**src/hw/rtl/u2u_pkg.sv**
```systemverilog
`timescale 1ns / 1ps
// ----------------------------------------------------------------------------
// u2u_pkg
// Shared types, codes and helpers of the UTF-8 to UTF-16 transcoder.
// ----------------------------------------------------------------------------
package u2u_pkg;

  localparam int unsigned CountBits = 16;
  localparam logic [15:0] CAP_MAX = (CountBits >= 16) ? 16'hFFFF :
                                    16'((32'd1 << CountBits) - 32'd1);

  localparam int unsigned QDEPTH = 4;
  localparam int unsigned QPTR_W = $clog2(QDEPTH);

  typedef enum logic {
    CFG_BIG_ENDIAN,
    CFG_OUT_CAPACITY
  } cfg_idx_t;

  typedef enum logic [2:0] {
    ST_OK,
    ST_INVALID,
    ST_RANGE,
    ST_TRUNC,
    ST_FULL
  } status_t;

  typedef struct packed {
    logic [7:0] in_byte;
    logic       end_of_string;
  } in_item_t;

  typedef struct packed {
    logic [15:0] out_word;
    logic        is_terminator;
    status_t     status;
    logic [15:0] word_count;
    logic        last;
  } out_item_t;

  typedef struct packed {
    logic [1:0]  ndata;
    logic        term;
    status_t     status;
    logic [15:0] wc_base;
    logic        term_incr;
    logic [15:0] w0;
    logic [15:0] w1;
  } cmd_t;

  typedef struct packed {
    logic full;
    logic empty;
  } q_stat_t;

  function automatic logic [30:0] min_for_len(input logic [2:0] len);
    logic [30:0] m;
    case (len)
      3'd2:    m = 31'h80;
      3'd3:    m = 31'h800;
      3'd4:    m = 31'h10000;
      3'd5:    m = 31'h200000;
      3'd6:    m = 31'h4000000;
      default: m = 31'h0;
    endcase
    return m;
  endfunction

  function automatic logic [15:0] order_word(input logic [15:0] w, input logic be);
    return be ? {w[7:0], w[15:8]} : w;
  endfunction

endpackage

```
**src/hw/rtl/utf8_to_utf16_transcoder_core.sv**
```systemverilog
`timescale 1ns / 1ps
// ----------------------------------------------------------------------------
// utf8_to_utf16_transcoder_core
// Flow: an accepted byte's command is written to the command queue; its first
// result shows once the command is at the head. One byte per cycle while the
// queue is not full; the 4-entry queue after decode absorbs extra results.
// Reset: synchronous, active low; clears string state and queue, sets
// big_endian to 0 and output_capacity to 65535.
// ----------------------------------------------------------------------------
module utf8_to_utf16_transcoder_core import u2u_pkg::*; (
  input  logic        clk,
  input  logic        rst_n,
  input  logic        cfg_we,
  input  logic        cfg_index,
  input  logic [15:0] cfg_wdata,
  input  logic        in_valid,
  output logic        in_ready,
  input  in_item_t    in_data,
  output logic        out_valid,
  input  logic        out_ready,
  output out_item_t   out_data
);

  q_stat_t q_stat;
  logic    push;
  logic    pop;
  cmd_t    cmd;
  cmd_t    head;

  u2u_front u_front (
    .clk      (clk),
    .rst_n    (rst_n),
    .cfg_we   (cfg_we),
    .cfg_index(cfg_index),
    .cfg_wdata(cfg_wdata),
    .in_valid (in_valid),
    .in_ready (in_ready),
    .in_data  (in_data),
    .q_stat   (q_stat),
    .push     (push),
    .cmd      (cmd)
  );

  u2u_cmdq u_cmdq (
    .clk   (clk),
    .rst_n (rst_n),
    .push  (push),
    .cmd_in(cmd),
    .pop   (pop),
    .head  (head),
    .q_stat(q_stat)
  );

  u2u_back u_back (
    .clk      (clk),
    .rst_n    (rst_n),
    .q_stat   (q_stat),
    .head     (head),
    .pop      (pop),
    .out_valid(out_valid),
    .out_ready(out_ready),
    .out_data (out_data)
  );

endmodule

```
**src/hw/rtl/u2u_front.sv**
```systemverilog
`timescale 1ns / 1ps
// ----------------------------------------------------------------------------
// u2u_front
// Accepts UTF-8 bytes, decodes code points, checks them and issues one
// command per byte that yields results. Holds the configuration registers.
// ----------------------------------------------------------------------------
module u2u_front import u2u_pkg::*; (
  input  logic        clk,
  input  logic        rst_n,
  input  logic        cfg_we,
  input  logic        cfg_index,
  input  logic [15:0] cfg_wdata,
  input  logic        in_valid,
  output logic        in_ready,
  input  in_item_t    in_data,
  input  q_stat_t     q_stat,
  output logic        push,
  output cmd_t        cmd
);

  logic        be_r;
  logic [15:0] cap_r;
  logic [30:0] acc_r, acc_nxt;
  logic [2:0]  len_r, len_nxt;
  logic [2:0]  rcv_r, rcv_nxt;
  logic [15:0] ww_r, ww_nxt;
  logic        halted_r, halted_nxt;

  logic [15:0] cap;
  logic [15:0] free_w;
  logic        pair;
  logic [19:0] v;
  status_t     st;
  logic [1:0]  ndata;
  logic        term;
  logic        term_incr;
  logic [15:0] w0, w1;
  logic [7:0]  b;
  logic        eos;
  logic        fire;

  assign b        = in_data.in_byte;
  assign eos      = in_data.end_of_string;
  assign in_ready = !q_stat.full;
  assign fire     = in_valid && in_ready;
  assign cap      = (cap_r > CAP_MAX) ? CAP_MAX : cap_r;
  assign free_w   = (ww_r < cap) ? 16'(cap - ww_r) : 16'd0;

  always_comb begin
    acc_nxt    = acc_r;
    len_nxt    = len_r;
    rcv_nxt    = rcv_r;
    ww_nxt     = ww_r;
    halted_nxt = halted_r;
    st         = ST_OK;
    ndata      = 2'd0;
    term       = 1'b0;
    term_incr  = 1'b0;
    w0         = 16'd0;
    w1         = 16'd0;
    pair       = 1'b0;
    v          = 20'd0;
    if (halted_r) begin
      if (eos) begin
        acc_nxt    = '0;
        len_nxt    = '0;
        rcv_nxt    = '0;
        ww_nxt     = '0;
        halted_nxt = 1'b0;
      end
    end else begin
      if (len_r == 3'd0) begin
        case (b) inside
          [8'h00:8'h7F]: begin acc_nxt = {23'd0, b};      len_nxt = 3'd1; end
          [8'hC0:8'hDF]: begin acc_nxt = {26'd0, b[4:0]}; len_nxt = 3'd2; end
          [8'hE0:8'hEF]: begin acc_nxt = {27'd0, b[3:0]}; len_nxt = 3'd3; end
          [8'hF0:8'hF7]: begin acc_nxt = {28'd0, b[2:0]}; len_nxt = 3'd4; end
          [8'hF8:8'hFB]: begin acc_nxt = {29'd0, b[1:0]}; len_nxt = 3'd5; end
          [8'hFC:8'hFD]: begin acc_nxt = {30'd0, b[0]};   len_nxt = 3'd6; end
          default:       st = ST_INVALID;
        endcase
        rcv_nxt = (st == ST_OK) ? 3'd1 : 3'd0;
      end else if (b[7:6] != 2'b10) begin
        st = ST_INVALID;
      end else begin
        acc_nxt = {acc_r[24:0], b[5:0]};
        rcv_nxt = 3'(rcv_r + 3'd1);
      end

      if (st == ST_OK && len_nxt != 3'd0 && rcv_nxt >= len_nxt) begin
        if (acc_nxt < min_for_len(len_nxt)) begin
          st = ST_INVALID;
        end else if (acc_nxt >= 31'h110000) begin
          st = ST_RANGE;
        end else begin
          pair = (acc_nxt >= 31'h10000);
          if (pair ? (free_w < 16'd2) : (free_w == 16'd0)) begin
            st = ST_FULL;
          end else if (pair) begin
            v      = 20'(acc_nxt[20:0] - 21'h010000);
            w0     = order_word(16'hD800 + {6'd0, v[19:10]}, be_r);
            w1     = order_word(16'hDC00 + {6'd0, v[9:0]}, be_r);
            ndata  = 2'd2;
            ww_nxt = 16'(ww_r + 16'd2);
          end else begin
            w0     = order_word(acc_nxt[15:0], be_r);
            ndata  = 2'd1;
            ww_nxt = 16'(ww_r + 16'd1);
          end
        end
        acc_nxt = '0;
        len_nxt = '0;
        rcv_nxt = '0;
      end

      if (st == ST_OK && eos) begin
        if (len_nxt != 3'd0) begin
          st = ST_TRUNC;
        end else if (ww_nxt >= cap) begin
          st = ST_FULL;
        end
      end

      if (st != ST_OK || eos) begin
        term      = 1'b1;
        term_incr = (ww_nxt < cap);
        acc_nxt   = '0;
        len_nxt   = '0;
        rcv_nxt   = '0;
        if (eos) begin
          ww_nxt     = '0;
          halted_nxt = 1'b0;
        end else begin
          halted_nxt = 1'b1;
        end
      end
    end
  end

  assign push          = fire && (ndata != 2'd0 || term);
  assign cmd.ndata     = ndata;
  assign cmd.term      = term;
  assign cmd.status    = st;
  assign cmd.wc_base   = ww_r;
  assign cmd.term_incr = term_incr;
  assign cmd.w0        = w0;
  assign cmd.w1        = w1;

  always_ff @(posedge clk) begin
    if (!rst_n) begin
      be_r     <= 1'b0;
      cap_r    <= 16'hFFFF;
      acc_r    <= '0;
      len_r    <= '0;
      rcv_r    <= '0;
      ww_r     <= '0;
      halted_r <= 1'b0;
    end else begin
      if (cfg_we) begin
        case (cfg_idx_t'(cfg_index))
          CFG_BIG_ENDIAN:   be_r  <= cfg_wdata[0];
          CFG_OUT_CAPACITY: cap_r <= cfg_wdata;
          default: ;
        endcase
      end
      if (fire) begin
        acc_r    <= acc_nxt;
        len_r    <= len_nxt;
        rcv_r    <= rcv_nxt;
        ww_r     <= ww_nxt;
        halted_r <= halted_nxt;
      end
    end
  end

  a_halt_no_seq: assert property (@(posedge clk) disable iff (!rst_n)
    halted_r |-> (len_r == 3'd0 && rcv_r == 3'd0 && acc_r == 31'd0))
    else $error("sequence state left open while halted");

endmodule

```
**src/hw/rtl/u2u_cmdq.sv**
```systemverilog
`timescale 1ns / 1ps
// ----------------------------------------------------------------------------
// u2u_cmdq
// Short command queue between the decode front and the output back end.
// ----------------------------------------------------------------------------
module u2u_cmdq import u2u_pkg::*; (
  input  logic    clk,
  input  logic    rst_n,
  input  logic    push,
  input  cmd_t    cmd_in,
  input  logic    pop,
  output cmd_t    head,
  output q_stat_t q_stat
);

  cmd_t              q_r [QDEPTH];
  logic [QPTR_W-1:0] wr_ptr_r, wr_ptr_nxt;
  logic [QPTR_W-1:0] rd_ptr_r, rd_ptr_nxt;
  logic [QPTR_W:0]   cnt_r, cnt_nxt;

  assign q_stat.full  = (cnt_r == (QPTR_W+1)'(QDEPTH));
  assign q_stat.empty = (cnt_r == '0);
  assign head         = q_r[rd_ptr_r];

  always_comb begin
    wr_ptr_nxt = wr_ptr_r;
    rd_ptr_nxt = rd_ptr_r;
    cnt_nxt    = cnt_r;
    if (push) begin
      wr_ptr_nxt = (wr_ptr_r == QPTR_W'(QDEPTH - 1)) ? '0 : QPTR_W'(wr_ptr_r + 1'b1);
    end
    if (pop) begin
      rd_ptr_nxt = (rd_ptr_r == QPTR_W'(QDEPTH - 1)) ? '0 : QPTR_W'(rd_ptr_r + 1'b1);
    end
    case ({push, pop})
      2'b10:   cnt_nxt = (QPTR_W+1)'(cnt_r + 1'b1);
      2'b01:   cnt_nxt = (QPTR_W+1)'(cnt_r - 1'b1);
      default: cnt_nxt = cnt_r;
    endcase
  end

  always_ff @(posedge clk) begin
    if (!rst_n) begin
      wr_ptr_r <= '0;
      rd_ptr_r <= '0;
      cnt_r    <= '0;
    end else begin
      wr_ptr_r <= wr_ptr_nxt;
      rd_ptr_r <= rd_ptr_nxt;
      cnt_r    <= cnt_nxt;
    end
  end

  always_ff @(posedge clk) begin
    if (push) begin
      q_r[wr_ptr_r] <= cmd_in;
    end
  end

  a_no_overflow: assert property (@(posedge clk) disable iff (!rst_n)
    !(push && !pop && q_stat.full))
    else $error("command queue overflow");

  a_no_underflow: assert property (@(posedge clk) disable iff (!rst_n)
    !(pop && q_stat.empty))
    else $error("command queue underflow");

endmodule

```
**src/hw/rtl/u2u_back.sv**
```systemverilog
`timescale 1ns / 1ps
// ----------------------------------------------------------------------------
// u2u_back
// Expands each queued command into its data words and any terminator, one
// output transaction per cycle while out_ready is high.
// ----------------------------------------------------------------------------
module u2u_back import u2u_pkg::*; (
  input  logic      clk,
  input  logic      rst_n,
  input  q_stat_t   q_stat,
  input  cmd_t      head,
  output logic      pop,
  output logic      out_valid,
  input  logic      out_ready,
  output out_item_t out_data
);

  logic [1:0] idx_r, idx_nxt;
  logic [1:0] total;
  logic       last_item;
  logic       is_data;

  assign total     = 2'(head.ndata + {1'b0, head.term});
  assign last_item = (idx_r == 2'(total - 2'd1));
  assign is_data   = (idx_r < head.ndata);
  assign out_valid = !q_stat.empty;
  assign pop       = out_valid && out_ready && last_item;

  always_comb begin
    if (is_data) begin
      out_data.out_word      = (idx_r == 2'd0) ? head.w0 : head.w1;
      out_data.is_terminator = 1'b0;
      out_data.status        = ST_OK;
      out_data.word_count    = 16'(head.wc_base + {14'd0, idx_r} + 16'd1);
      out_data.last          = 1'b0;
    end else begin
      out_data.out_word      = 16'd0;
      out_data.is_terminator = 1'b1;
      out_data.status        = head.status;
      out_data.word_count    = 16'(head.wc_base + {14'd0, head.ndata} +
                                   {15'd0, head.term_incr});
      out_data.last          = 1'b1;
    end
  end

  always_comb begin
    idx_nxt = idx_r;
    if (out_valid && out_ready) begin
      idx_nxt = last_item ? 2'd0 : 2'(idx_r + 2'd1);
    end
  end

  always_ff @(posedge clk) begin
    if (!rst_n) begin
      idx_r <= '0;
    end else begin
      idx_r <= idx_nxt;
    end
  end

  a_idx_in_range: assert property (@(posedge clk) disable iff (!rst_n)
    out_valid |-> (idx_r < total))
    else $error("result index beyond command");

  a_idx_idle_zero: assert property (@(posedge clk) disable iff (!rst_n)
    !out_valid |-> (idx_r == 2'd0))
    else $error("result index not cleared with queue empty");

endmodule

```
**config.mk**
```make
export PLATFORM = sky130hd
export DESIGN_NAME = utf8_to_utf16_transcoder_core
export DESIGN_NICKNAME = d
export VERILOG_FILES = /design/src/hw/rtl/u2u_pkg.sv /design/src/hw/rtl/utf8_to_utf16_transcoder_core.sv /design/src/hw/rtl/u2u_front.sv /design/src/hw/rtl/u2u_cmdq.sv /design/src/hw/rtl/u2u_back.sv
export SDC_FILE = /design/constraint.sdc
export NUM_CORES = 1
export LEC_CHECK = 0
export ABC_AREA = 1
export BUFFER_PORTS_ARGS = -buffer_cell sky130_fd_sc_hd__buf_2
export CORE_MARGIN = 2
export CORE_UTILIZATION = 60
export DETAILED_ROUTE_END_ITERATION = 8
export PLACE_DENSITY = 0.78
export SLEW_MARGIN = 20
export SYNTH_ARGS = -nofsm -noshare
export SYNTH_HDL_FRONTEND = slang
export SYNTH_SLANG_ARGS = --single-unit
```
**constraint.sdc**
```tcl
create_clock -name clk -period 10.2 [get_ports clk]
set_input_delay 3.06 -clock clk [delete_from_list [all_inputs] [get_ports clk]]
set_output_delay 3.06 -clock clk [all_outputs]
set_load 0.01 [all_outputs]
```
* Word-level counts from Yosys, hierarchy flattened
Memories as Yosys holds them, arrays and structs flattened. A register that Yosys moved wholly into a read port is not among the register bits. Cells that the tools add are included.
Cells by class: shift-type cells 0, div/mod/pow operators 0, multiplexer cells 108, add/sub/neg operators 18, order comparisons 22, bitwise logic cells 1, reductions and logical operators 32, eq/ne operators 13, multipliers 0
Operators by type and width (number):
- $mux 31 | 15
- $mux 16 | 28
- $pmux 27 s5 | 1
- $mux 3 | 38
- $ge 8x8->1 const B | 5
- $le 8x8->1 const B | 5
- $mux 37 | 1
- $add 15x11->16 const A | 2
- $add 16x1->16 const B | 2
- $add 16x2->16 | 2
- $lt 16x16->1 | 2
- $ge 31x17->1 const B | 1
- $ge 31x21->1 const B | 1
- $lt 31x31->1 | 1
- $mux 2 | 11
- $sub 20x17->20 const B | 1
- $add 16x1->16 | 1
- $add 16x2->16 const B | 1
- $ge 16x16->1 | 1
- $gt 16x16->1 const B | 1
- $logic_not 16->1 | 1
- $lt 16x2->1 const B | 1
- $sub 16x16->16 | 1
- $logic_not 3->1 | 5
- other kinds (25) | 66
Storage, ports and cells: input port bits 31, latch bits 0, memory bits (read-only) 0, logic and storage cells 206, flip-flop bits (word level) 80, memory bits (writable) 220, memories kept 1
Memory list:
- u_cmdq.q_r | words 4, bits a word 55, read ports 1, clocked after Yosys merged registers in 1, write ports 1, RTL line u2u_cmdq.sv:16 | cmd_t q_r [QDEPTH];

* Longest topological paths before layout
Gate-level depths: netlist (run 1).
depth in word-level cells 35, gate-level depth with buffers 36, mapped depth without buffers 36

* Hierarchy
A second synthesis (run 1) with hierarchy kept.
Unflattened totals: cells, all modules 2147, area total of the unflattened synthesis 17216.5 µm²
Modules (own cells, without submodules):
- u2u_cmdq | instances 1, area each 8630.8 µm², cells each 592, seq. area each 6786.5 µm²
- u2u_front | instances 1, area each 7224.4 µm², cells each 1290, seq. area each 1421.4 µm²
- u2u_back | instances 1, area each 1361.3 µm², cells each 265, seq. area each 40.0 µm²

* Least setup slack after synthesis (run 1)
Ideal clock, no wire load.
path kind in2reg, start point input in_data[7] in the netlist's numbering, end point memory u_cmdq.q_r[0][0] in the netlist's numbering (enable), arrival time 7.564 ns, setup time 0.468 ns, setup slack 2.168 ns, data required time 9.732 ns, stages 18, cells stage by stage nand2_2 nor2_4 nand2_1 o21ai_0 inv_1 nor2_1 nand2_1 ha_1 a21boi_0 a21oi_1 nand2_1 a21oi_2 nand3_2 nand2_2 nor2_4 nand3_4 o21ai_4 nor2_1
On the way: longest elaborated chain between the ends 31, elaborated cells on any way between the ends 105
RTL lines:
- start, declared | RTL line utf8_to_utf16_transcoder_core.sv:18 | input in_item_t in_data,
- $ge 8x8->1 (no source line) / $le 8x8->1 (equally long branches)
- $logic_and 1x1->1 (no source line)
- $mux 3 / $mux 1 (equally long branches) | RTL line u2u_front.sv:73 | case (b) inside
- $mux 3 (5 in series) | RTL line u2u_front.sv:73
- $mux 3 | RTL line u2u_front.sv:72 | if (len_r == 3'd0) begin
- $mux 3 | RTL line u2u_front.sv:63 | if (halted_r) begin
- $eq 3x3->1, or another cell as far along | RTL line u2u_pkg.sv:58 | case (len)
- $pmux 27 s5 / $mux 1 (equally long branches) | RTL line u2u_pkg.sv:58, u2u_front.sv:82
- [11 not listed]
- $reduce_bool 3->1 | RTL line u2u_front.sv:124 | if (st != ST_OK || eos) begin
- $logic_or 1x1->1 | RTL line u2u_front.sv:124
- $mux 1 | RTL line u2u_front.sv:124
- $mux 1 | RTL line u2u_front.sv:63
- $logic_or 1x1->1 (*) | RTL line u2u_front.sv:140 | assign push = fire && (ndata != 2'd0 || term);
- $logic_and 1x1->1 (*) | RTL line u2u_front.sv:140
- $mux 1 (*) | RTL line u2u_cmdq.sv:55 | if (push) begin
- $mux 1 (not written as such) (*) | RTL line u2u_cmdq.sv:56 | q_r[wr_ptr_r] <= cmd_in;
- end, declared | RTL line u2u_cmdq.sv:16
Mark *: on every way between the ends. The rest lies on a longest branch, timed or not. The select of a mux whose other input is x is not followed.

==> results of run 1 <==
[kinds of logic (layout without fill, tap and decap cells)]
family | Yosys count | after routing
simple gates | 888 | 888
compound gates | 402 | 402
flops | 302 | 302
buf+inv | 289 | 338
fa+ha+maj | 61 | 61
xor+xnor | 27 | 27
[cells in the final DEF (no fill, tap or decap), types with 6 or more instances in the layout]
cell type and count:
dfxtp_1 81, nand2_4 7, nand2_1 482, clkbuf_16 31
or2_2 8, nor2_2 12, ha_1 56, nand4_1 30
o21ai_0 74, a21oi_1 171, buf_4 16, nand3_1 99
o21bai_1 6, a211oi_1 27, nor2_1 177, xnor2_1 8
edfxtp_1 220, nand2_2 20, inv_2 8, xor2_1 19
buf_2 69, clkbuf_1 6, nand3_2 13, a22oi_1 16
o211ai_1 35, inv_1 184, nor3_1 20, clkinv_2 7
o21ai_1 7, a32o_1 24, nor2_4 7, o21a_1 6
a32oi_1 6
[synthesized netlist by cell type, types with 6 or more instances]
cell type	number	area (um^2)
buf_2	18	90.09
nor3_1	20	100.1
o21ai_1	7	35.03
nor2_1	181	679.4
o21a_1	6	45.04
clkbuf_1	44	165.2
a32o_1	24	240.2
xnor2_1	8	70.07
a211oi_1	27	202.7
o211ai_1	35	262.8
nor2_2	12	75.07
or2_2	8	50.05
nand2_1	482	1809
buf_1	18	67.56
inv_1	186	698.2
o21ai_0	74	370.4
nand3_1	99	495.5
o21bai_1	6	45.04
nand2_4	7	78.83
nand4_1	30	187.7
xor2_1	19	166.4
nand3_2	13	130.1
dfxtp_1	82	1642
nand2_2	20	125.1
a22oi_1	16	120.1
edfxtp_1	220	6606
ha_1	56	700.7
a32oi_1	6	52.55
a21oi_1	171	855.8
inv_2	6	22.52
[path summary, 6_finish.rpt]
kind,start,to,cells past startpoint,slack [ns]
setup / recovery,register,out_data[16],18,2.34
setup reg to reg,u_front.len_r[0],u_cmdq.q_r[0][51],29,4.69
hold / removal,u_front.acc_r[20],u_front.acc_r[20],2,0.48
hold reg to reg,u_front.acc_r[20],u_front.acc_r[20],2,0.48
[where the power goes]
part	leakage, uW	switching, uW	internal, uW
logic	0.00432	1050	532
clock network	0.000482	471	597
registers	0.00274	47.7	1420
total	0.00754	1570	2550
[worst max-delay path: stages (launching register included)]
cell	delay (ns)
dfxtp_1	0.30
buf_4	0.25
inv_2	0.39
buf_4	0.66
o21ai_0	0.20
o22ai_1	0.46
ha_1	0.25
a21oi_1	0.04
o21ai_0	0.13
o21ai_0	0.19
inv_1	0.13
nand3_1	0.12
nor2_1	0.21
nand2_1	0.13
nor2_1	0.13
nand3_1	0.14
nor2_1	0.17
xor2_1	0.17
buf_2	0.15
[per-stage QoR]
stage                     hold slack (ns)  cell area (um^2)    util  setup slack [ns]
after floorplan                    0.4453             16870       -             2.168
after global placement             0.4545             17370  0.6270             2.229
after detailed placement           0.4689             17370  0.6270             2.037
after CTS                          0.4771             18340  0.6618             2.327
after global routing               0.5010             18340  0.6618             1.949
final                              0.4760             18340  0.6618             2.343
[per-layer routing]
layer / GRT usage / wire, um / vias to the layer above
met3: 0.04165 / 3507 / 72
met5: 0 / 0 / -
met1: 0.4230 / 18810 / 6545
met2: 0.4498 / 19100 / 587
li1: - / - / 6804
met4: 0.07001 / 835 / 0
[state kept, by name, indices dropped and copies added (netlist names), named ones only]
| signal | flops |
|---|---|
| u_cmdq.cnt_r | 3 |
| u_cmdq.rd_ptr_r | 2 |
| u_front.len_r | 3 |
| u_front.cap_r | 16 |
| u_front.ww_r | 16 |
| u_front.halted_r | 1 |
| u_front.be_r | 1 |
| u_front.rcv_r | 3 |
| u_cmdq.q_r | 220 |
| u_back.idx_r | 2 |
| u_front.acc_r | 31 |
| u_cmdq.wr_ptr_r | 2 |
[cell type report]
type	instances	area (um^2)
tap	378	473.0
sequential	302	8252
clock buffer	42	867.1
multi-input combinational	1378	7436
timing repair buffer	85	465.4
inverter	197	744.5
fill	2276	9369
clock inverter	14	98.84
==> key figures, run 1 <==
Clock tree
  – # clock sinks: roughly 300
  – TritonCTS Buffers: 30
  – CTS HTree Levels: 1
  – Longest Clk Path Bufs: 3
  – Cts hold-fix bufs: 0
  – Post-CTS Resized: 0
  – CTS tree: done
  – Worst-path clk slew: around 0.060 ns
  – Post-CTS Setup Bufs: 0
  – Clk_lat worst skew: approximately 0.56 ns
  – Root buf cell: clkbuf_16

Synth
  – Post-synth EDFFs: 220
  – Synth Area in Compound Gates: 0.1479
  – Xor and xnor area share after synthesis: 0.01402
  – Seq cells post-synth: around 300
  – Cell area after synthesis: ~17,000 um^2
  – Synth warn: 0
  – FFs w/ async S/R, synth: 0
  – Sequential fraction of the synthesis area: 0.4889
  – Simple-gate portion of the synthesized area: 0.2296
  – Adder-cell share of the synthesized area: 0.04746
  – Post-synth top flop: edfxtp_1
  – Mux share of post-synthesis cell area: 0
  – Cells after Synth: 1,969
  – Syn_nets: about 2,100
  – Mapped Avg Cell Area: roughly 8.6 um^2
  – Distinct cells, synth: 58
  – Largest family of logic cells by synthesized area: simple AND/OR/NAND/NOR gates

Routing
  – Detailed-route via count: 14,008
  – # DRC: 0
  – Routed len/inst: 17.63 um
  – Antenna-violating nets left: 0
  – Drt initial violations: about 1,600
  – Post-Route WL: 42.25 mm
  – Drt pass-1 iters: 6
  – Routed vias/inst: around 5.8

Global routing
  – Largest net degree at the start of global routing: slightly below 90
  – Total Routing Usage GR: 0.2874
  – First-pass GRT wire length: between 60 and 70 mm
  – Gr ovfl total: 0
  – Antenna violations before repair: 0
  – Vias in the first global route: 12,715

Die
  – Core ar.: 27,710 um^2
  – Initial core utilization: 0.6090
  – I/O pin total: 70
  – Die area: 29,480 um^2
  – Die W: between 150 and 200 um
  – Die span in y: approximately 170 um
  – # rows: 61

Min path
  – Hold Path Class: reg2reg

Critical path
  – Worst Setup Start Kind: register
  – Critical path type: reg2out
  – CP endpoint kind: output pin
  – CP Max Fanout: 63
  – Critical Path AT: roughly 4.8 ns
  – Critical Path RT: between 7 and 8 ns

Timing
  – RSZ-0062 raised after global routing: no
  – Final Max Tran Viols: 0
  – Final count of negative-setup-slack endpoints: 0
  – Period utilization: 0.7703
  – F_max: between 100 and 150 MHz
  – Worst slew pin tran: approximately 0.94 ns
  – Setup TNS Final: 0 ns
  – Clk_skew: 0.01865 ns
  – Fin crit period: between 7 and 8 ns
  – Slew HR: 0.3704
  – Final-report hold violation count: 0

Power and ir drop
  – Tot Pwr: 4124 uW
  – Leakage dissipation: about 0.0075 uW
  – Pwr per Cell Area: ~220 nW/um^2
  – VDD IR max: around 160 uV

Outcome
  – Outcome: finished, final reports clean

Finish
  – Nets: 2,086
  – Share of layout cells above drive strength 1: 0.1130
  – Number of diodes: 0
  – Area delta synth->final: 8.684%
  – Non-filler cells, final: about 2,400

Placed design
  – GPL Wtd Cong: about 0.98
  – I/O Buffers: 69
  – Post-DP HPWL: 28.58 mm
  – Dpl cells: around 2,300

Flow run
  – Max-cap viol count: 0
(Power assumes the default switching activity.)
==> inputs of run 2 (changes only) <==
==> constraint.sdc (replaced) <==
create_clock -name clk -period 8 [get_ports clk]
set_input_delay 2.4 -clock clk [delete_from_list [all_inputs] [get_ports clk]]
set_output_delay 2.4 -clock clk [all_outputs]
set_load 0.01 [all_outputs]
==> run 2 against run 1 <==
  * Setup slack worse by 1.3 ns
  * First-iteration DRC count is 4.5% higher
  * Sequential power is 29% higher
  * Critical path type unchanged
  * Largest cell class unchanged
==> key figures, run 2 (synthesis gave the netlist of run 1 again) <==
Timing
  – Fin crit period: just under 7 ns
  – F_max: 143.8 MHz
  – Setup TNS Final: 0 ns
  – Final-report hold violation count: 0
  – Final count of negative-setup-slack endpoints: 0
  – Period utilization: 0.8694
  – Clk_skew: around 0.021 ns
  – Fin worst setup slack: roughly 1.0 ns
  – Slew HR: 0.3849
  – Worst slew pin tran: between 0.9 and 1 ns
  – Final Max Tran Viols: 0
  – RSZ-0062 raised after global routing: no

Global routing
  – M1 GR Usage: 0.4298
  – Antenna violations before repair: 0
  – Global routing's busiest layer: met2
  – Met2 usage: 0.4746
  – Largest net degree at the start of global routing: between 60 and 70
  – Total Routing Usage GR: 0.2969
  – First-pass GRT wire length: 68.97 mm
  – Vias in the first global route: 13,051
  – Gr ovfl total: 0
  – GR Util met3: 0.03060

Critical path
  – Critical path type: reg2out
  – Reg2reg setup slack: between 2 and 3 ns
  – CP endpoint kind: output pin
  – Worst Setup Start Kind: register
  – Worst path cell trace: buf_4 > nand2_1 > a32oi_1 > inv_1 > ha_1 > inv_1 > fa_1 > nand2_1 > nand2_1 > nand2_1 > nor3_1 > inv_1 > nor4_1 > nand2_1 > xor2_1 > buf_2
  – CP Max Fanout: 58
  – Reg2reg path depth: 29
  – Family with the most delay on the worst path: simple AND/OR/NAND/NOR gates
  – Worst path max stage delay: approximately 0.75 ns
  – Slowest library cell on the worst path: dfxtp_4
  – Most common cell on crit path: nand2_1
  – Bufs and invs on worst path: 5
  – Critical Path AT: about 4.6 ns
  – Critical Path RT: 5.60 ns
  – R2R Path End: u_cmdq.q_r[1][51]
  – Origin of the critical flop-to-flop path: u_front.ww_r[12]

Clock tree
  – # clock sinks: about 300
  – CTS HTree Levels: 1
  – Clk_lat worst skew: around 0.57 ns
  – CTS tree: done
  – Root buf cell: clkbuf_16
  – Longest Clk Path Bufs: 3
  – Cts hold-fix bufs: 0
  – Worst-path clk slew: approximately 0.060 ns
  – Post-CTS Resized: 0
  – Post-CTS Setup Bufs: 0
  – TritonCTS Buffers: 29

Finish
  – Filler cells: ~2,300
  – Number of diodes: 0
  – Register Area: just over 8000 um^2
  – Fin util: 0.6619
  – Nets: ~2,100
  – Commonest non-fill, non-tap cell in the layout: nand2_1
  – Area of the multi-input gates: 7436 um^2
  – Top reg by flops: u_cmdq.q_r
  – Most frequent cells in the layout: 482 x nand2_1, 220 x edfxtp_1, 183 x inv_1
  – Largest register FFs: 220
  – Non-filler cells, final: ~2,400
  – Area delta synth->final: 8.699%
  – Top Registers: u_cmdq.q_r: 220 flops, u_front.acc_r: 31 flops
  – Share of layout cells above drive strength 1: 0.1128

Min path
  – Worst hold path endpoint: u_front.acc_r[0]
  – Hold Path Class: reg2reg
  – Hold Crit Start: u_front.acc_r[0]
  – Hold path depth: 2

Routing
  – Post-Route WL: around 44 mm
  – Drt pass-1 iters: 6
  – Drt initial violations: 1,698
  – Routed vias/inst: just under 6
  – Antenna-violating nets left: 0
  – Detailed-route via count: 14,166
  – Routed len/inst: approximately 18 um
  – # DRC: 0

Die
  – Die span in y: 171.7 um
  – # rows: between 60 and 70
  – Die W: ~170 um
  – Initial core utilization: 0.6090
  – I/O pin total: 70
  – Core ar.: 27,710 um^2
  – Die area: ~30,000 um^2

Outcome
  – Outcome: finished, final reports clean

Flow run
  – Max-cap viol count: 0

Placed design
  – Dpl cells: 2,346
  – Worst slack at placement: about 0.82 ns
  – Post-DP HPWL: 29.87 mm
  – I/O Buffers: 69
  – GPL Wtd Cong: slightly above 0.9

Power and ir drop
  – Pwr per Cell Area: between 200 and 300 nW/um^2
  – VDD IR max: roughly 190 uV
  – Leakage dissipation: between 0.007 and 0.008 uW
## run 2: power by group
part,switching [uW],leakage [uW],internal [uW]
sequential,81.2,0.00274,1810
combinational,1340,0.00436,687
clock,596,0.000426,696
## run 2: final cells by class
| class | instances | area share |
|---|---|---|
| multi-input cells | 1378 | 0.4055 |
| well taps | 378 | 0.02579 |
| clock inverters | 13 | 0.005185 |
| flip-flops and latches | 302 | 0.4500 |
| inverters | 197 | 0.04060 |
| repair buffers | 91 | 0.02988 |
| clock buffers | 41 | 0.04312 |
## run 2: metrics by stage
| step | hold WS, ns | area [um^2] | power (uW) |
|---|---|---|---|
| after floorplan | 0.4453 | 16870 | 3270 |
| after global placement | 0.4550 | 17450 | 3876 |
| after detailed placement | 0.4585 | 17450 | 3935 |
| after CTS | 0.4686 | 18340 | 5229 |
| after global routing | 0.5008 | 18340 | 5525 |
| final | 0.4689 | 18340 | 5217 |
## run 2: routing by layer
metal | part of all wire | wire length (um) | vias up
met5 | 0 | 0 | -
met4 | 0.023 | 992 | 0
met3 | 0.080 | 3475 | 78
met2 | 0.46 | 20230 | 629
met1 | 0.43 | 18870 | 6664
li1 | - | - | 6795
## run 2: worst reg2reg max path, delay by kind of cell (launching register included)
family          cells  cell delay (ns)
flops               1             0.57
fa+ha+maj           2             0.71
simple gates       18             2.14
compound gates      6             1.26
buf+inv             3             0.29
## run 2: how the worst max path moves through the flow
stage	depth (start not counted)	to	slack [ns]	from
3_3_place_gp	31	u_cmdq.q_r[3][51]	1.01	in_data[8]
4_1_cts	16	out_data[15]	1.01	register
5_1_grt	20	out_data[16]	0.59	register
6_report	16	out_data[15]	1.04	register
3_5_place_dp	30	u_cmdq.q_r[1][51]	0.82	in_data[8]
2_1_floorplan	18	u_cmdq.q_r[0][0]	0.63	in_data[7]
